### config.mk
export PLATFORM = sky130hd
export DESIGN_NAME = dpgpc_pipe_ctrl
export DESIGN_NICKNAME = d
export VERILOG_FILES = /design/src/rtl/core/dpgpc_pkg.sv /design/src/rtl/core/dpgpc_pipe_ctrl.sv
export VERILOG_INCLUDE_DIRS = /design/src /design/src/rtl/core
export SDC_FILE = /design/constraint.sdc
export NUM_CORES = 1
export LEC_CHECK = 0
export BUFFER_PORTS_ARGS = -buffer_cell sky130_fd_sc_hd__buf_2
export CAP_MARGIN = 15
export CORE_AREA = 2 2 39 41
export DETAILED_ROUTE_END_ITERATION = 6
export DIE_AREA = 0 0 41 43
export PLACE_DENSITY_LB_ADDON = 0.1
export SKIP_CTS_REPAIR_TIMING = 1
export SLEW_MARGIN = 10
export SYNTH_ARGS = -nofsm -noshare
export SYNTH_HDL_FRONTEND = slang
export SYNTH_SLANG_ARGS = --single-unit
export TNS_END_PERCENT = 30
### constraint.sdc
create_clock -name i_clk -period 1.65 [get_ports i_clk]
set_input_delay 0.2475 -clock i_clk [delete_from_list [all_inputs] [get_ports i_clk]]
set_output_delay 0.2475 -clock i_clk [all_outputs]
set_load 0.01 [all_outputs]
### src/rtl/core/assert_macros.svh
// Assertion macros shared by the classifier RTL.
`ifndef ASSERT_MACROS_SVH
`define ASSERT_MACROS_SVH

`ifndef SYNTHESIS
// Check that the consequent holds in the same cycle as the antecedent.
`define DPG_ASSERT_IMP(lbl, clk, rst_n, ante, cons, msg) \
    lbl: assert property (@(posedge clk) disable iff (!rst_n) (ante) |-> (cons)) \
        else $error(msg);
// Check that the consequent holds in the cycle after the antecedent.
`define DPG_ASSERT_NXT(lbl, clk, rst_n, ante, cons, msg) \
    lbl: assert property (@(posedge clk) disable iff (!rst_n) (ante) |=> (cons)) \
        else $error(msg);
`else
`define DPG_ASSERT_IMP(lbl, clk, rst_n, ante, cons, msg)
`define DPG_ASSERT_NXT(lbl, clk, rst_n, ante, cons, msg)
`endif

`endif

### src/rtl/core/dpgpc_pkg.sv
// Shared types, widths and constants of the depth pixel ground plane classifier.
package dpgpc_pkg;

    // Field and arithmetic widths
    localparam int DEPTH_W         = 16;
    localparam int COORD_W         = 12;
    localparam int COORD_BITS      = 12;
    localparam int CENTRE_W        = 16;
    localparam int OFF_W           = 16;
    localparam int RECIP_FRAC_BITS = 24;
    localparam int MAG1_W          = OFF_W + DEPTH_W;
    localparam int MAG2_W          = MAG1_W + RECIP_FRAC_BITS;
    localparam int RND_SHIFT       = RECIP_FRAC_BITS + 4;
    localparam int RQ_W            = MAG2_W + 1 - RND_SHIFT;
    localparam int PT_W            = 16;
    localparam int NORM_W          = 16;
    localparam int NORM_FRAC       = 15;
    localparam int THR_W           = 12;
    localparam int PA_W            = NORM_W + DEPTH_W + 1;
    localparam int PB_W            = NORM_W + PT_W;
    localparam int SUM_W           = PA_W + 2;
    localparam int NLANE           = 2;

    // Stream payload widths
    localparam int S_TDATA_W = 40;
    localparam int M_TDATA_W = 48;
    localparam int M_TUSER_W = 2;

    // Pipeline stage indexes
    localparam int ST_GATE  = 0;
    localparam int ST_MUL1  = 1;
    localparam int ST_MUL2  = 2;
    localparam int ST_ROUND = 3;
    localparam int ST_PMUL  = 4;
    localparam int ST_SUM   = 5;
    localparam int ST_CMP   = 6;
    localparam int NSTAGE   = 7;

    // Register file layout
    localparam int ADDR_W    = 6;
    localparam int IDX_LSB   = 3;
    localparam int IDX_W     = ADDR_W - IDX_LSB;
    localparam int APB_DW    = 64;
    localparam logic [IDX_W-1:0] REG_DEPTH_RANGE  = 3'd0;
    localparam logic [IDX_W-1:0] REG_PRINCIPAL    = 3'd1;
    localparam logic [IDX_W-1:0] REG_INV_FOCAL    = 3'd2;
    localparam logic [IDX_W-1:0] REG_PLANE_NORMAL = 3'd3;
    localparam logic [IDX_W-1:0] REG_PLANE_OFFSET = 3'd4;
    localparam logic [IDX_W-1:0] REG_PLANE_THR    = 3'd5;

    // Register reset values
    localparam logic [31:0]      RST_DEPTH_RANGE  = 32'h1388_00C8;
    localparam logic [31:0]      RST_PRINCIPAL    = 32'h0F00_1400;
    localparam logic [47:0]      RST_INV_FOCAL    = 48'h006D_3A00_6D3A;
    localparam logic [47:0]      RST_PLANE_NORMAL = 48'h7FFF_0000_0000;
    localparam logic [15:0]      RST_PLANE_OFFSET = 16'h0000;
    localparam logic [THR_W-1:0] RST_PLANE_THR    = 12'd30;

    // Stage enables and valid bits from the pipeline control
    typedef struct packed {
        logic [NSTAGE-1:0] en;
        logic [NSTAGE-1:0] vld;
    } t_pipe_ctl;

    // Decoded configuration
    typedef struct packed {
        logic [DEPTH_W-1:0]         depth_min;
        logic [DEPTH_W-1:0]         depth_max;
        logic [CENTRE_W-1:0]        cx;
        logic [CENTRE_W-1:0]        cy;
        logic [RECIP_FRAC_BITS-1:0] recip_x;
        logic [RECIP_FRAC_BITS-1:0] recip_y;
        logic [NORM_W-1:0]          norm_a;
        logic [NORM_W-1:0]          norm_b;
        logic [NORM_W-1:0]          norm_c;
        logic [NORM_W-1:0]          offset;
        logic [THR_W-1:0]           thr;
    } t_cfg;

    // Camera-frame point after back-projection
    typedef struct packed {
        logic              valid;
        logic [DEPTH_W-1:0] fwd;
        logic [PT_W-1:0]    left;
        logic [PT_W-1:0]    up;
    } t_point;

    // Final result
    typedef struct packed {
        logic               valid;
        logic               trav;
        logic [DEPTH_W-1:0] fwd;
        logic [PT_W-1:0]    left;
        logic [PT_W-1:0]    up;
    } t_result;

endpackage

### src/rtl/core/dpgpc_pipe_ctrl.sv
// Valid bits and per-stage enables of the classifier pipeline.
`include "assert_macros.svh"

module dpgpc_pipe_ctrl (
    input  logic                 i_clk,
    input  logic                 i_rst_n,
    input  logic                 i_in_valid,
    input  logic                 i_out_ready,
    output dpgpc_pkg::t_pipe_ctl o_ctl
);

    logic [dpgpc_pkg::NSTAGE-1:0] r_vld;
    logic [dpgpc_pkg::NSTAGE-1:0] n_vld;
    logic [dpgpc_pkg::NSTAGE-1:0] rdy;

    // A stage loads when it is empty or its successor moves on
    always_comb begin
        rdy[dpgpc_pkg::NSTAGE-1] = !r_vld[dpgpc_pkg::NSTAGE-1] || i_out_ready;
        for (int k = dpgpc_pkg::NSTAGE - 2; k >= 0; k--) begin
            rdy[k] = !r_vld[k] || rdy[k+1];
        end
    end

    // Advance valid bits, collapse bubbles
    always_comb begin
        n_vld = r_vld;
        if (rdy[0]) begin
            n_vld[0] = i_in_valid;
        end
        for (int k = 1; k < dpgpc_pkg::NSTAGE; k++) begin
            if (rdy[k]) begin
                n_vld[k] = r_vld[k-1];
            end
        end
    end

    always_ff @(posedge i_clk) begin
        if (!i_rst_n) begin
            r_vld <= '0;
        end else begin
            r_vld <= n_vld;
        end
    end

    assign o_ctl.en  = rdy;
    assign o_ctl.vld = r_vld;

    `DPG_ASSERT_NXT(a_take_request, i_clk, i_rst_n, i_in_valid && rdy[0], r_vld[0],
        "accepted request did not enter the first stage")
    `DPG_ASSERT_IMP(a_empty_out_flows, i_clk, i_rst_n, !r_vld[dpgpc_pkg::NSTAGE-1], &rdy,
        "pipeline stalled with an empty output stage")
    `DPG_ASSERT_NXT(a_stall_keeps, i_clk, i_rst_n, r_vld[0] && !rdy[0], r_vld[0],
        "stalled first stage lost its request")

endmodule

==> results list <==
- Iteration count of the initial detailed-routing pass: 2
* Number of vias per cell after detailed routing: between 4 and 5
* Grt total ovfl: 0
- Timing analysis after detailed placement gives a worst setup slack of roughly 340 ps.
* Via total after detailed routing: 280
* Clock network latency to the later pin of the worst-skew pair: 250 ps
- Leakage power of the design: approximately 0.20 nW
- Vias in the first global route: about 240
- In this run the power density over the cells is ~800 nW/µm².
* Adder-cell area share of the yosys netlist: 0
- CTS HTree Levels: 1
* Mapped Area: ~290 µm²
- Across the routed clock network, the largest skew measured is about 4.3 ps.
* Post-route DRC violation count: 0
* Post-layout util: 0.309
- The number of antenna diodes in the final layout is 0.
* Largest fanout on the critical path: 6
- The routed design has around 650 µm of wire.
- Proportion of synthesized area in mux cells: 0
- Tightest Hold Check Type: input pin to flip-flop
- Worst-path clk slew: 50 ps
* Filler instances: between 150 and 200
- 18 I/O pins were placed.
- Synthesized-area fraction occupied by xor and xnor cells: 0
- Yosys mapped the design onto 13 distinct sky130hd cell types.
- CTS placed an instance of clkbuf_4 at the clock tree root.
- For the final routed database, the setup TNS stands at 0 ps.
* Setup repair after global routing missed its margin: no
* Wire length of the first global-routing pass: 979 µm
- Across the run, the number of max-cap violations was 0.
* Number of CTS-inserted buffers: 3
- Number of antenna violations at the first check in global routing: 0
* Number of cells after detailed placement: between 60 and 70
- At the worst endpoint, the arrival time is roughly 1300 ps.
- The final hold violation count was 0.
* Die X-Extent: slightly above 40 µm
* Starting DRC count in detailed routing: 1
- The startpoint identified for the worst register-to-register timing path is r_vld[5].
- The register with the most flip-flops in the layout has 7 of them.
- Class of the most critical setup path: flip-flop to primary output
* Minimum clock period after layout: 1510 ps
- In this run the core area contains 14 standard-cell rows.
- Sequential fraction of the synthesis area: 0.485
- Clock tree from TritonCTS: yes
- For this run, the top clock speed supported by timing is 662 MHz.
- The run finished with clean final reports.
- Hold timing on the final database bottoms out at a slack of between 200 and 250 ps.
* Total core area: roughly 1400 µm²
- Final nets: 57
- Slew margin rel.: 0.841
- Counting every net in the synthesized netlist gives 35.
- Routability cong.: 0.634
- Mean area per synthesized cell: approximately 9.3 µm²
- At the worst endpoint, the required time is between 1000 and 1500 ps.
* I/O Buffers: 17
- Dividing the final minimum period by the clock period gives 0.916.
- The finished layout holds a little under 70 standard cells, fillers aside.
- Total number of clock tree sinks: 7
- Largest registers: r_vld x7
- Max-slew violations: 0
- Die height: 43 µm
* Pin count of the biggest net entering global routing: 9
- Maximum number of buffers from clock root to sink: 2
* Setup ws final: 139 ps
* Detailed Place HPWL: roughly 520 µm
- At the pin with the least slew margin, the transition time is between 200 and 250 ps.
- The worst setup path is launched from a flip-flop.
* Largest register by flop count: r_vld
- Initial core utilization: 0.209
- In the final layout, the share of cells above drive strength 1 is 0.481.
* Layout area overhead: 48.1%
- Final setup violation count: 0
* FF+latch count, synth: 7
- In this run the most critical hold path is launched from i_in_valid.
- During synthesis, Yosys emitted a total of 0 warnings.
- Of the total synthesized cell area, the portion taken by AND, OR, NAND and NOR gates is 0.264.
* Area fraction in compound gates after synthesis: 0.186
- Mapped Cells: 31
* Routed wire length per instance: 9.60 µm
* Worst setup path startpoint: r_vld[5]
- The floorplan step defined a die boundary enclosing 1760 µm².
* Worst voltage drop across the vdd grid: 0.349 mV
- Worst setup EP type: primary output
* Total global-route track usage: 0.0925
- Count of antenna-violating nets left after detailed routing: 0
- Main combinational cell family by area after synthesis: simple AND/OR/NAND/NOR gates
-- layout by cell type, fill, tap and decap left out --
cell type  count
a21boi_0       1
a21boi_2       1
a21oi_1        1
buf_2         17
clkbuf_1       1
clkbuf_4       3
dfxtp_1        7
inv_1          5
nand2_1        6
nand4b_4       1
nor2_2         1
nor2b_1        2
nor3_2         1
o21a_1         3
o31ai_1        1
or2_4          1
-- cells by family after synthesis --
| kind of cell | count (synthesis) |
|---|---|
| flip-flops | 7 |
| AND/OR/NAND/NOR | 12 |
| buffers and inverters | 5 |
| AO/OA/AOI/OAI | 7 |
-- stage by stage --
step	power [mW]	area (µm²)
floorplan	0.188	289
global placement	0.198	394
detailed placement	0.199	394
CTS	0.359	420
global route	0.369	428
finish	0.346	428
-- path summary, 6_finish.rpt --
path	endpoint	slack [ps]	depth (start not counted)
setup / recovery	o_ctl[7]	140	4
hold / removal	r_vld[0]	210	2
setup reg to reg	r_vld[3]	600	3
hold reg to reg	r_vld[1]	460	2
-- where the power goes --
| group | total (mW) | switching (mW) | leakage [nW] | internal [mW] |
|---|---|---|---|---|
| clock | 0.152 | 0.0595 | 0.0150 | 0.0921 |
| sequential | 0.177 | 0.00334 | 0.0570 | 0.173 |
| combinational | 0.0181 | 0.00837 | 0.126 | 0.00973 |
| total | 0.346 | 0.0712 | 0.198 | 0.275 |
-- layer usage --
layer | GRT usage | vias up | wire (µm)
met5 | 0 | - | 0
met4 | 0.120 | 0 | 13
met3 | 0.0314 | 2 | 80
met2 | 0.116 | 15 | 281
met1 | 0.100 | 120 | 278
li1 | - | 143 | -
-- critical path: stages (launching register included) --
cell	delay, ps
dfxtp_1	420
nand4b_4	180
nor3_2	230
inv_1	60
buf_2	140
-- cells in the mapped netlist, drive strengths merged --
master  number  share of area
inv          5          0.065
or2          1          0.030
nand4b       1          0.082
nor2         1          0.013
nor3         1          0.017
nand2        6          0.078
a21oi        1          0.017
o31ai        1          0.026
dfxtp        7           0.48
nor2b        2          0.043
o21a         3          0.078
a21boi       2          0.065
-- final cells by class --
cell class	instances	area [µm²]	share of cell area
well taps	16	20.0	0.0468
flip-flops and latches	7	140	0.327
multi-input cells	19	138	0.322
repair buffers	17	85.1	0.199
inverters	5	18.8	0.0439
clock buffers	4	26.3	0.0614
Note: power is estimated with default switching activity, not from simulation.
