**config.mk**
```make
export PLATFORM = sky130hd
export DESIGN_NAME = dpgpc_cfg_regs
export DESIGN_NICKNAME = d
export VERILOG_FILES = /design/src/rtl/core/assert_macros.svh /design/src/rtl/core/dpgpc_pkg.sv /design/src/rtl/core/dpgpc_cfg_regs.sv
export SDC_FILE = /design/constraint.sdc
export NUM_CORES = 1
export LEC_CHECK = 0
export BUFFER_PORTS_ARGS = -buffer_cell sky130_fd_sc_hd__buf_2
export CAP_MARGIN = 20
export CORE_ASPECT_RATIO = 0.8
export CORE_MARGIN = 1
export CORE_UTILIZATION = 50
export DETAILED_ROUTE_END_ITERATION = 8
export GPL_TIMING_DRIVEN = 0
export PLACE_DENSITY = 0.87
export SLEW_MARGIN = 20
export SYNTH_ARGS = -nofsm -noshare
export SYNTH_HDL_FRONTEND = slang
export SYNTH_SLANG_ARGS = --single-unit
```
**constraint.sdc**
```tcl
create_clock -name i_clk -period 2.9 [get_ports i_clk]
set_input_delay 0.87 -clock i_clk [delete_from_list [all_inputs] [get_ports i_clk]]
set_output_delay 0.87 -clock i_clk [all_outputs]
set_load 0.02 [all_outputs]
```
**src/rtl/core/assert_macros.svh**
```systemverilog
// Assertion macros shared by the classifier RTL.
`ifndef ASSERT_MACROS_SVH
`define ASSERT_MACROS_SVH

`ifndef SYNTHESIS
// Check that the consequent holds in the same cycle as the antecedent.
`define DPG_ASSERT_IMP(lbl, clk, rst_n, ante, cons, msg) \
    lbl: assert property (@(posedge clk) disable iff (!rst_n) (ante) |-> (cons)) \
        else $error(msg);
// Check that the consequent holds in the cycle after the antecedent.
`define DPG_ASSERT_NXT(lbl, clk, rst_n, ante, cons, msg) \
    lbl: assert property (@(posedge clk) disable iff (!rst_n) (ante) |=> (cons)) \
        else $error(msg);
`else
`define DPG_ASSERT_IMP(lbl, clk, rst_n, ante, cons, msg)
`define DPG_ASSERT_NXT(lbl, clk, rst_n, ante, cons, msg)
`endif

`endif

```
**src/rtl/core/dpgpc_pkg.sv**
```systemverilog
// Shared types, widths and constants of the depth pixel ground plane classifier.
package dpgpc_pkg;

    // Field and arithmetic widths
    localparam int DEPTH_W         = 16;
    localparam int COORD_W         = 12;
    localparam int COORD_BITS      = 12;
    localparam int CENTRE_W        = 16;
    localparam int OFF_W           = 16;
    localparam int RECIP_FRAC_BITS = 24;
    localparam int MAG1_W          = OFF_W + DEPTH_W;
    localparam int MAG2_W          = MAG1_W + RECIP_FRAC_BITS;
    localparam int RND_SHIFT       = RECIP_FRAC_BITS + 4;
    localparam int RQ_W            = MAG2_W + 1 - RND_SHIFT;
    localparam int PT_W            = 16;
    localparam int NORM_W          = 16;
    localparam int NORM_FRAC       = 15;
    localparam int THR_W           = 12;
    localparam int PA_W            = NORM_W + DEPTH_W + 1;
    localparam int PB_W            = NORM_W + PT_W;
    localparam int SUM_W           = PA_W + 2;
    localparam int NLANE           = 2;

    // Stream payload widths
    localparam int S_TDATA_W = 40;
    localparam int M_TDATA_W = 48;
    localparam int M_TUSER_W = 2;

    // Pipeline stage indexes
    localparam int ST_GATE  = 0;
    localparam int ST_MUL1  = 1;
    localparam int ST_MUL2  = 2;
    localparam int ST_ROUND = 3;
    localparam int ST_PMUL  = 4;
    localparam int ST_SUM   = 5;
    localparam int ST_CMP   = 6;
    localparam int NSTAGE   = 7;

    // Register file layout
    localparam int ADDR_W    = 6;
    localparam int IDX_LSB   = 3;
    localparam int IDX_W     = ADDR_W - IDX_LSB;
    localparam int APB_DW    = 64;
    localparam logic [IDX_W-1:0] REG_DEPTH_RANGE  = 3'd0;
    localparam logic [IDX_W-1:0] REG_PRINCIPAL    = 3'd1;
    localparam logic [IDX_W-1:0] REG_INV_FOCAL    = 3'd2;
    localparam logic [IDX_W-1:0] REG_PLANE_NORMAL = 3'd3;
    localparam logic [IDX_W-1:0] REG_PLANE_OFFSET = 3'd4;
    localparam logic [IDX_W-1:0] REG_PLANE_THR    = 3'd5;

    // Register reset values
    localparam logic [31:0]      RST_DEPTH_RANGE  = 32'h1388_00C8;
    localparam logic [31:0]      RST_PRINCIPAL    = 32'h0F00_1400;
    localparam logic [47:0]      RST_INV_FOCAL    = 48'h006D_3A00_6D3A;
    localparam logic [47:0]      RST_PLANE_NORMAL = 48'h7FFF_0000_0000;
    localparam logic [15:0]      RST_PLANE_OFFSET = 16'h0000;
    localparam logic [THR_W-1:0] RST_PLANE_THR    = 12'd30;

    // Stage enables and valid bits from the pipeline control
    typedef struct packed {
        logic [NSTAGE-1:0] en;
        logic [NSTAGE-1:0] vld;
    } t_pipe_ctl;

    // Decoded configuration
    typedef struct packed {
        logic [DEPTH_W-1:0]         depth_min;
        logic [DEPTH_W-1:0]         depth_max;
        logic [CENTRE_W-1:0]        cx;
        logic [CENTRE_W-1:0]        cy;
        logic [RECIP_FRAC_BITS-1:0] recip_x;
        logic [RECIP_FRAC_BITS-1:0] recip_y;
        logic [NORM_W-1:0]          norm_a;
        logic [NORM_W-1:0]          norm_b;
        logic [NORM_W-1:0]          norm_c;
        logic [NORM_W-1:0]          offset;
        logic [THR_W-1:0]           thr;
    } t_cfg;

    // Camera-frame point after back-projection
    typedef struct packed {
        logic              valid;
        logic [DEPTH_W-1:0] fwd;
        logic [PT_W-1:0]    left;
        logic [PT_W-1:0]    up;
    } t_point;

    // Final result
    typedef struct packed {
        logic               valid;
        logic               trav;
        logic [DEPTH_W-1:0] fwd;
        logic [PT_W-1:0]    left;
        logic [PT_W-1:0]    up;
    } t_result;

endpackage

```
**src/rtl/core/dpgpc_cfg_regs.sv**
```systemverilog
// APB register file holding range, intrinsics and plane configuration.
module dpgpc_cfg_regs (
    input  logic                                   i_clk,
    input  logic                                   i_rst_n,
    input  logic                                   psel,
    input  logic                                   penable,
    input  logic                                   pwrite,
    input  logic [dpgpc_pkg::ADDR_W-1:0]           paddr,
    input  logic [dpgpc_pkg::APB_DW-1:0]           pwdata,
    output logic [dpgpc_pkg::APB_DW-1:0]           prdata,
    output logic                                   pready,
    output dpgpc_pkg::t_cfg                        o_cfg
);

    logic [31:0]                   r_depth_range;
    logic [31:0]                   r_principal;
    logic [47:0]                   r_inv_focal;
    logic [47:0]                   r_plane_normal;
    logic [15:0]                   r_plane_offset;
    logic [dpgpc_pkg::THR_W-1:0]   r_plane_thr;
    logic [dpgpc_pkg::IDX_W-1:0]   idx;
    logic                          wr_req;

    assign idx    = paddr[dpgpc_pkg::ADDR_W-1:dpgpc_pkg::IDX_LSB];
    assign wr_req = psel & penable & pwrite;
    assign pready = 1'b1;

    // Write the addressed register, drop unknown indexes
    always_ff @(posedge i_clk) begin
        if (!i_rst_n) begin
            r_depth_range  <= dpgpc_pkg::RST_DEPTH_RANGE;
            r_principal    <= dpgpc_pkg::RST_PRINCIPAL;
            r_inv_focal    <= dpgpc_pkg::RST_INV_FOCAL;
            r_plane_normal <= dpgpc_pkg::RST_PLANE_NORMAL;
            r_plane_offset <= dpgpc_pkg::RST_PLANE_OFFSET;
            r_plane_thr    <= dpgpc_pkg::RST_PLANE_THR;
        end else if (wr_req) begin
            case (idx)
                dpgpc_pkg::REG_DEPTH_RANGE:  r_depth_range  <= pwdata[31:0];
                dpgpc_pkg::REG_PRINCIPAL:    r_principal    <= pwdata[31:0];
                dpgpc_pkg::REG_INV_FOCAL:    r_inv_focal    <= pwdata[47:0];
                dpgpc_pkg::REG_PLANE_NORMAL: r_plane_normal <= pwdata[47:0];
                dpgpc_pkg::REG_PLANE_OFFSET: r_plane_offset <= pwdata[15:0];
                dpgpc_pkg::REG_PLANE_THR:    r_plane_thr    <= pwdata[dpgpc_pkg::THR_W-1:0];
                default: ;
            endcase
        end
    end

    // Read back the addressed register
    always_comb begin
        case (idx)
            dpgpc_pkg::REG_DEPTH_RANGE:  prdata = dpgpc_pkg::APB_DW'(r_depth_range);
            dpgpc_pkg::REG_PRINCIPAL:    prdata = dpgpc_pkg::APB_DW'(r_principal);
            dpgpc_pkg::REG_INV_FOCAL:    prdata = dpgpc_pkg::APB_DW'(r_inv_focal);
            dpgpc_pkg::REG_PLANE_NORMAL: prdata = dpgpc_pkg::APB_DW'(r_plane_normal);
            dpgpc_pkg::REG_PLANE_OFFSET: prdata = dpgpc_pkg::APB_DW'(r_plane_offset);
            dpgpc_pkg::REG_PLANE_THR:    prdata = dpgpc_pkg::APB_DW'(r_plane_thr);
            default:                     prdata = '0;
        endcase
    end

    // Split registers into fields
    assign o_cfg.depth_min = r_depth_range[15:0];
    assign o_cfg.depth_max = r_depth_range[31:16];
    assign o_cfg.cx        = r_principal[15:0];
    assign o_cfg.cy        = r_principal[31:16];
    assign o_cfg.recip_x   = r_inv_focal[23:0];
    assign o_cfg.recip_y   = r_inv_focal[47:24];
    assign o_cfg.norm_a    = r_plane_normal[15:0];
    assign o_cfg.norm_b    = r_plane_normal[31:16];
    assign o_cfg.norm_c    = r_plane_normal[47:32];
    assign o_cfg.offset    = r_plane_offset;
    assign o_cfg.thr       = r_plane_thr;

endmodule

```
==> results of run 1 <==
[synthesized netlist by cell type]
| library cell | instances |
|---|---|
| sky130_fd_sc_hd__o22ai_1 | 2 |
| sky130_fd_sc_hd__nand2_1 | 187 |
| sky130_fd_sc_hd__or2_1 | 1 |
| sky130_fd_sc_hd__buf_1 | 8 |
| sky130_fd_sc_hd__nor3_2 | 1 |
| sky130_fd_sc_hd__nand4b_4 | 1 |
| sky130_fd_sc_hd__nand4b_1 | 12 |
| sky130_fd_sc_hd__buf_6 | 5 |
| sky130_fd_sc_hd__o31ai_1 | 2 |
| sky130_fd_sc_hd__o221ai_1 | 7 |
| sky130_fd_sc_hd__nor2_2 | 1 |
| sky130_fd_sc_hd__nand3_1 | 40 |
| sky130_fd_sc_hd__conb_1 | 2 |
| sky130_fd_sc_hd__buf_4 | 28 |
| sky130_fd_sc_hd__nor2b_1 | 30 |
| sky130_fd_sc_hd__o211ai_1 | 26 |
| sky130_fd_sc_hd__mux2i_1 | 171 |
| sky130_fd_sc_hd__buf_2 | 21 |
| sky130_fd_sc_hd__and2_1 | 2 |
| sky130_fd_sc_hd__inv_2 | 1 |
| sky130_fd_sc_hd__inv_1 | 27 |
| sky130_fd_sc_hd__o21ai_0 | 27 |
| sky130_fd_sc_hd__and4b_1 | 4 |
| sky130_fd_sc_hd__mux2_2 | 14 |
| sky130_fd_sc_hd__nor3b_1 | 1 |
| sky130_fd_sc_hd__nor3_4 | 1 |
| sky130_fd_sc_hd__a221oi_1 | 2 |
| sky130_fd_sc_hd__and2b_1 | 1 |
| sky130_fd_sc_hd__mux4_2 | 16 |
| sky130_fd_sc_hd__a32oi_1 | 6 |
| sky130_fd_sc_hd__a22oi_1 | 13 |
| sky130_fd_sc_hd__nand2b_1 | 2 |
| sky130_fd_sc_hd__dfxtp_1 | 188 |
| sky130_fd_sc_hd__or3_1 | 1 |
| sky130_fd_sc_hd__a21oi_1 | 3 |
| sky130_fd_sc_hd__nand4_1 | 1 |
| sky130_fd_sc_hd__a221o_1 | 2 |
| sky130_fd_sc_hd__nor2_1 | 23 |
| sky130_fd_sc_hd__nor3_1 | 1 |
| sky130_fd_sc_hd__o311ai_0 | 3 |
| sky130_fd_sc_hd__clkbuf_1 | 35 |
| sky130_fd_sc_hd__o21a_1 | 2 |
[worst reg2reg max path, stage by stage (launching register included)]
cell and delay [ns]:
sky130_fd_sc_hd__dfxtp_1 0.36, sky130_fd_sc_hd__o21ai_0 0.11, sky130_fd_sc_hd__o311ai_0 0.17
[final timing paths]
kind	depth (start not counted)	slack, ns	to
max	8	-0.1	prdata[4]
min	2	0.47	r_principal[21]
max reg2reg	2	2.09	r_principal[12]
min reg2reg	2	0.47	r_principal[21]
[power groups by stage]
stage	clock network [mW]	logic, mW	registers [mW]
final	2.25	0.721	2.62
after global routing	2.35	0.745	2.62
after CTS	2.23	0.660	2.62
after detailed placement	0	0.595	2.68
after global placement	0	0.587	2.68
after floorplan	0	0.333	2.70
[kinds of logic (layout without fill, tap and decap cells)]
family	after synthesis	count (layout)	synth area share
and+or+nand+nor	310	310	0.1649
muxes	201	201	0.2550
DFF	188	188	0.4305
buffers and inverters	125	465	0.07298
AOI/OAI and AO/OA	95	95	0.07584
other	2	20	0.0008589
[registers in the layout, indices dropped and copies added, names as in the netlist]
register and count:
r_depth_range 32, r_inv_focal 48, r_plane_normal 48, r_plane_offset 16, r_plane_thr 12, r_principal 32
[stage by stage]
| step | instance area, um^2 | total power, mW | hold WS (ns) |
|---|---|---|---|
| 3_5_place_dp | 10530 | 3.276 | 0.4591 |
| 6_report | 11780 | 5.591 | 0.4728 |
| 3_3_place_gp | 10530 | 3.267 | 0.4546 |
| 5_1_grt | 11770 | 5.719 | 0.4844 |
| 4_1_cts | 11490 | 5.511 | 0.4738 |
| 2_1_floorplan | 8806 | 3.038 | 0.5420 |
[what timing repair did]
action / 4_1_cts / 5_1_grt
gates resized for setup: 74 / 62
pin swaps: 6 / 6
cloned: 1 / 2
setup buffers: 15 / 4
setup endpoints to repair: 48 / 41
[metal layers]
layer	GRT usage	routed length (um)
met5	0	0
met4	0.1420	1142
met3	0.1358	4564
met2	0.6030	16000
met1	0.4750	13570
[final cells by class]
type                            count  area (um^2)  area share
Inverter                           28        105.1    0.008926
Timing Repair Buffer              311         1803      0.1531
Antenna cell                        3        7.507   0.0006376
Clock buffer                       22        494.2     0.04197
Buffer                             96        684.4     0.05812
Clock inverter                      8        58.81    0.004994
Tap cell                          220        275.3     0.02338
Multi-Input combinational cell    623         4583      0.3892
Sequential cell                   188         3764      0.3196
==> metrics.md, run 1 <==
| Metric | Value |
|---|---|
| Outcome | finished, violations left |
| Violations in the final reports | setup timing |
| Final instance count without filler cells | roughly 1.5k |
| WS Path Type | in2out |
| Worst Path Required | between 2 and 2.5 ns |
| WP buf/inv | 5 |
| Initial antenna violation count | 2 |
| Width of the die | 149.8 um |
| CP Launch Type | input port |
| Number of sinks on the clock net | approximately 190 |
| Cell Count Post-Placement | approximately 1.4k |
| Share of the synthesized area in the top cell type | 0.4305 |
| Final cycle utilization of the critical path | 1.034 |
| Worst slew pin tran | approximately 0.86 ns |
| Global router's overall resource usage | 0.3811 |
| Final setup fails | 10 |
| Congestion Overflow GR | 0 |
| Proportion of synthesized chip area in sequential cells | 0.4305 |
| Tightest Hold Check Type | reg2reg |
| Detail Placement HPWL | between 20 and 25 mm |
| WL/cell | roughly 24 um |
| Count of fill cells added during filler insertion | between 1k and 1.5k |
| Cells along the critical path | buf_12, buf_12, buf_12, and2b_2, buf_12, a32oi_1, o221ai_1, buf_4 |
| Post-layout minimum cycle time | 2.998 ns |
| Detailed router's first-iteration violation count | 1,060 |
| Pin count of the biggest net entering global routing | 17 |
| Max-slew violation total from the final report | 0 |
| Number of input and output port buffers inserted | about 290 |
| CP Max Fanout | 7 |
| Total clock buffers created by CTS | 17 |
| Critical hold path startpoint | r_principal[21] |
| Clock Skew | 0 ns |
| Highest-count cells in the layout ignoring fill and taps | sky130_fd_sc_hd__buf_2, sky130_fd_sc_hd__dfxtp_1, sky130_fd_sc_hd__nand2_1 |
| Unique cell type count in the Yosys netlist | 42 |
| Clock Latency Late Sink | roughly 0.44 ns |
| Clock-pin slew reported for the worst setup and hold paths after clock tree synthesis | around 0.07 ns |
| Relative slew margins | 0.4256 |
| I/O pin count | between 300 and 400 |
| Kind of cell with the highest combined delay on the critical path | buffers and inverters |
| Sequential share of power | 0.469 |
| Power density normalized to cell area | ~470 nW/um^2 |
| Number of failing hold endpoints at the final stage | 0 |
| Final antenna-violating net count | 0 |
| Critical Path AT | 2.13 ns |
| Most common cell after layout, fill and taps aside | sky130_fd_sc_hd__buf_2 |
| Cell occurring most often along the worst timing path | sky130_fd_sc_hd__buf_12 |
| Area delta synth->final | 34.67% |
| Nets | around 1.3k |
| CP max stage delay | between 0.2 and 0.25 ns |
| Minimum setup slack in the final design | -0.09784 ns |
| CP Capture Type | primary output |
| Setup repair after global routing missed its margin | yes |
| Total wire length | 35.28 mm |
| Count of hold-fix buffers inserted at cts | 0 |
| Setup WS pre-CTS | -0.6228 ns |
| Max Buffers Root-to-Sink | 2 |
| Final weighted congestion in routability-driven placement | approximately 0.94 |
| Combinational group share of total power | 0.129 |
| Number of vias per cell | a little under 6 |
| Post-Route Utilization | 0.7002 |
| Post-synthesis cell count | approximately 920 |
| Static leakage | roughly 5.7 nW |
| Post-detailed-route DRC marker count | 0 |
| Vert. Die Dim | about 120 um |
| Switching pwr | roughly 1.5 mW |
| Flip-flop and latch count after synthesis | roughly 190 |
| Number of placement rows | 42 |
| Routed vias | ~8.9k |
| Achievable Freq | 333.6 MHz |
| Library cell with the largest summed area after synthesis | sky130_fd_sc_hd__dfxtp_1 |
| Area of the die | 18,020 um^2 |
| Number of global-route vias before repair | 8,321 |
| Synthesized area per cell | around 9.5 um^2 |
| Yosys warns | 0 |
| Htree depth | 4 |
| Root Buffer | sky130_fd_sc_hd__clkbuf_16 |
| Slowest CP cell | sky130_fd_sc_hd__and2b_2 |
| Summed instance area of the synthesized netlist | just under 9000 um^2 |
| Biggest area contributors in the synthesized netlist | sky130_fd_sc_hd__dfxtp_1, sky130_fd_sc_hd__mux2i_1, sky130_fd_sc_hd__nand2_1 |
| Initial core utilization | 0.5199 |
| Summed negative setup slack over all endpoints | -0.2913 ns |
| Ratio of cells with drive above 1 in the final layout | 0.3676 |
| Wire length of the first global-routing pass | ~50 mm |
| Portion of total power attributed to the clock network | 0.402 |
| Critical Path Source | paddr[3] |
| Initial DRT Pass Iterations | 7 |
| Worst reg2reg startpoint | r_principal[12] |
| Sw frac | 0.2705 |
| Internal power | 4.079 mW |
| Max Cap Violations | 0 |
| Peak VDD IR | between 0.0004 and 0.0005 V |
| CTS tree | built |
| Placeable core region | approximately 17,000 um^2 |
Note: power is estimated with default switching activity, not from simulation.
==> inputs of run 2 (changes only) <==
- ABC_AREA: default -> 1
- PLACE_DENSITY: 0.87 -> 0.86
==> run 2 against run 1 <==
The run ends with DRC left. Global-route usage grew 0.10 points. Hold slack improved by 0.0085 ns. Clock power rose by 4%. Clock skew did not move. Critical path depth increased by 3. Count of clock-buffer cells in the layout fell by 4. Critical path type unchanged.
==> metrics.md, run 2 <==
| Metric | Value |
|---|---|
| Outcome | finished, violations left |
| Violations in the final reports | DRC |
| Post-detailed-route DRC marker count | 2 (+2) |
| Most frequently used cell type in the post-synthesis netlist | sky130_fd_sc_hd__nand2_1 |
| Count of fill cells added during filler insertion | 1,592 (+23%) |
| Vert. Die Dim | 123.4 um (+2.6%) |
| Clock-pin slew reported for the worst setup and hold paths after clock tree synthesis | 0.07 ns (about the same) |
| Number of placement rows | 43 (+2.4%) |
| Max Cap Violations | 0 (unchanged) |
| Peak VDD IR | 0.0003914 V (-5.5%) |
| Ratio of cells with drive above 1 in the final layout | 0.2598 (-0.1077) |
| Final cycle utilization of the critical path | 0.9895 (-0.04419) |
| Area delta synth->final | 31.06% |
| Internal reg-to-reg setup slack | 2.23 ns (+0.14 ns) |
| Area of the die | 18,960 um^2 (+5.2%) |
| Final setup fails | 0 (-10) |
| WP buf/inv | 6 (+1) |
| Slowest CP cell | sky130_fd_sc_hd__nor2_4 |
| Number of global-route vias before repair | 9,584 (+15%) |
| Library cell with the largest summed area after synthesis | sky130_fd_sc_hd__dfxtp_1 |
| R2R cell count | 2 (unchanged) |
| Global router's overall resource usage | 0.3821 (+0.001026) |
| Cell occurring most often along the worst timing path | sky130_fd_sc_hd__buf_6 |
| Final standard cell area without fillers | 12,060 um^2 (+2.4%) |
| WS Path Type | in2out |
| Total wire length | 36.78 mm (+4.3%) |
| Final weighted congestion in routability-driven placement | 0.9813 (+4.4%) |
| Max-slew violation total from the final report | 0 (unchanged) |
| Nets | 1,871 (+40%) |
| Number of failing hold endpoints at the final stage | 0 (unchanged) |
| Tightest Hold Check Type | reg2reg |
| Fraction of registers with async set/reset | 0 (unchanged) |
| Most common cell after layout, fill and taps aside | sky130_fd_sc_hd__nand2_1 |
| WL/cell | 18.07 um (-23%) |
| CTS tree | built |
| CP Capture Type | primary output |
| Largest registers | r_inv_focal (48), r_plane_normal (48) |
| Most frequent cells after synthesis | sky130_fd_sc_hd__nand2_1, sky130_fd_sc_hd__nor2_1, sky130_fd_sc_hd__dfxtp_1, sky130_fd_sc_hd__nand3_1, sky130_fd_sc_hd__inv_1 |
| Initial DRT Pass Iterations | 9 (+2) |
| Kind of cell with the highest combined delay on the critical path | buffers and inverters |
| Share of the synthesized area in the top cell type | 0.4089 (-0.02153) |
| Post-Route Utilization | 0.6836 (-0.01666) |
| Summed negative setup slack over all endpoints | 0 ns (+0.2913 ns) |
| Unique cell type count in the Yosys netlist | 23 (-45%) |
| Most frequently used flop master after synthesis | sky130_fd_sc_hd__dfxtp_1 |
| Max Buffers Root-to-Sink | 2 (unchanged) |
| Area post-placement | 10,990 um^2 (+4.4%) |
| Clock Skew | 0 ns (unchanged) |
| CP Launch Type | input port |
| Pin count of the biggest net entering global routing | 18 (+1) |
| I/O pin count | 328 (unchanged) |
| Power density normalized to cell area | 476.3 nW/um^2 (+0.31%) |
| Hold-critical path depth | 2 (unchanged) |
| Static leakage | 6.378 nW (+12%) |
| Achievable Freq | 348.5 MHz (+4.5%) |
| Final instance count without filler cells | 2,035 (+36%) |
| Synthesized area per cell | 6.352 um^2 (-33%) |
| Clock Latency Late Sink | 0.44 ns (about the same) |
| Number of vias per cell | 5.388 (-8.7%) |
| Congestion Overflow GR | 0 (unchanged) |
| Yosys warns | 0 (unchanged) |
| Post-synthesis cell count | 1,449 (+57%) |
| Number of enable-type register cells in the synthesized netlist | 0 (unchanged) |
| Detail Placement HPWL | 26.88 mm (+8.9%) |
| Worst slew pin tran | 0.7902 ns (-0.07151 ns) |
| Total clock buffers created by CTS | 17 (unchanged) |
| Root Buffer | sky130_fd_sc_hd__clkbuf_16 |
| Cells along the critical path | buf_6, inv_4, buf_6, nand2_4, nor2_4, clkbuf_16, nand2_2, nand2_1, inv_1, nand2_1, buf_6 |
| Pwr Total | 5.746 mW (+2.8%) |
| Number of input and output port buffers inserted | 289 (unchanged) |
| Critical Path AT | 2.00 ns (-0.13 ns) |
| Stages on the worst setup path | 11 (+3) |
| Initial antenna violation count | 1 (-1) |
| Routed vias | 10.97k (+24%) |
| Worst Path Required | 2.03 ns (about the same) |
| CP Max Fanout | 6 (-1) |
| Biggest area contributors in the synthesized netlist | sky130_fd_sc_hd__dfxtp_1, sky130_fd_sc_hd__nand2_1, sky130_fd_sc_hd__nor2_1 |
| Flip-flop and latch count after synthesis | 188 (unchanged) |
| Final antenna-violating net count | 0 (unchanged) |
| Proportion of synthesized chip area in sequential cells | 0.4089 (-0.02153) |
| Highest-count cells in the layout ignoring fill and taps | sky130_fd_sc_hd__nand2_1, sky130_fd_sc_hd__nor2_1, sky130_fd_sc_hd__buf_2 |
| Width of the die | 153.7 um (+2.6%) |
| CP max stage delay | 0.24 ns (about the same) |
| Htree depth | 4 (unchanged) |
| Detailed router's first-iteration violation count | 1,251 (+18%) |
| Placeable core region | 17,650 um^2 (+4.9%) |
| Summed instance area of the synthesized netlist | 9204 um^2 (+5.3%) |
| Relative slew margins | 0.4732 (+0.04767) |
| Number of sinks on the clock net | 188 (unchanged) |
| Cell Count Post-Placement | 1,978 (+37%) |
| Wire length of the first global-routing pass | 54.09 mm (+7.9%) |
| Initial core utilization | 0.5216 (+0.001614) |
| Post-layout minimum cycle time | 2.870 ns (-0.1281 ns) |
## run 2: report_power, final
part	internal (mW)	total (mW)	switching, mW
registers	2.61	2.65	0.0324
logic	0.241	0.750	0.509
clock network	1.23	2.35	1.12
total	4.08	5.75	1.66
## run 2: path summary, 6_finish.rpt
path,startpoint,endpoint
worst max-delay path,paddr[4],prdata[31]
worst min-delay path,r_plane_normal[43],r_plane_normal[43]
worst max register to register,r_depth_range[4],r_depth_range[4]
worst min register to register,r_plane_normal[43],r_plane_normal[43]
## run 2: cell type report
| cell class | instances | area, um^2 | share of cell area |
|---|---|---|---|
| Clock buffer | 18 | 439.2 | 0.03641 |
| Multi-Input combinational cell | 1052 | 4472 | 0.3707 |
| Clock inverter | 14 | 135.1 | 0.01120 |
| Buffer | 112 | 792.0 | 0.06566 |
| Sequential cell | 188 | 3764 | 0.3120 |
| Inverter | 112 | 436.7 | 0.03620 |
| Antenna cell | 1 | 2.502 | 0.0002074 |
| Tap cell | 225 | 281.5 | 0.02334 |
| Timing Repair Buffer | 313 | 1740 | 0.1443 |
## run 2: timing repair
item | 4_1_cts | 5_1_grt
setup endpoints to repair | 48 | 48
hold buffers | 0 | 0
pin swaps | 2 | 9
buffers inserted | 15 | 8
gates resized for setup | 39 | 62
gates cloned | 0 | 1
## run 2: tightest hold or removal path: cells and delay by family (launching register included)
kind             cells  cell delay (ns)
DFF                  1             0.32
and+or+nand+nor      2             0.11
## run 2: cells by family after synthesis
| kind of cell | share of synthesized area |
|---|---|
| AO/OA/AOI/OAI | 0.01196 |
| AND/OR/NAND/NOR | 0.4607 |
| flip-flops | 0.4089 |
| buffers and inverters | 0.1176 |
| other | 0.0008160 |
## run 2: metrics by stage
stage	worst slack, ns	hold WS [ns]
final	0.03031	0.4813
after CTS	-0.001514	0.4833
after floorplan	0.2502	0.5534
after global routing	-0.01021	0.5050
after global placement	-0.3944	0.4584
after detailed placement	-0.4111	0.4648
## run 2: metal layers
layer	track usage	wire length, um	vias up
li1	-	-	5125
met1	0.5085	14600	4924
met2	0.5875	15860	798
met3	0.1118	5145	116
met4	0.1419	1159	2
met5	0	13	-
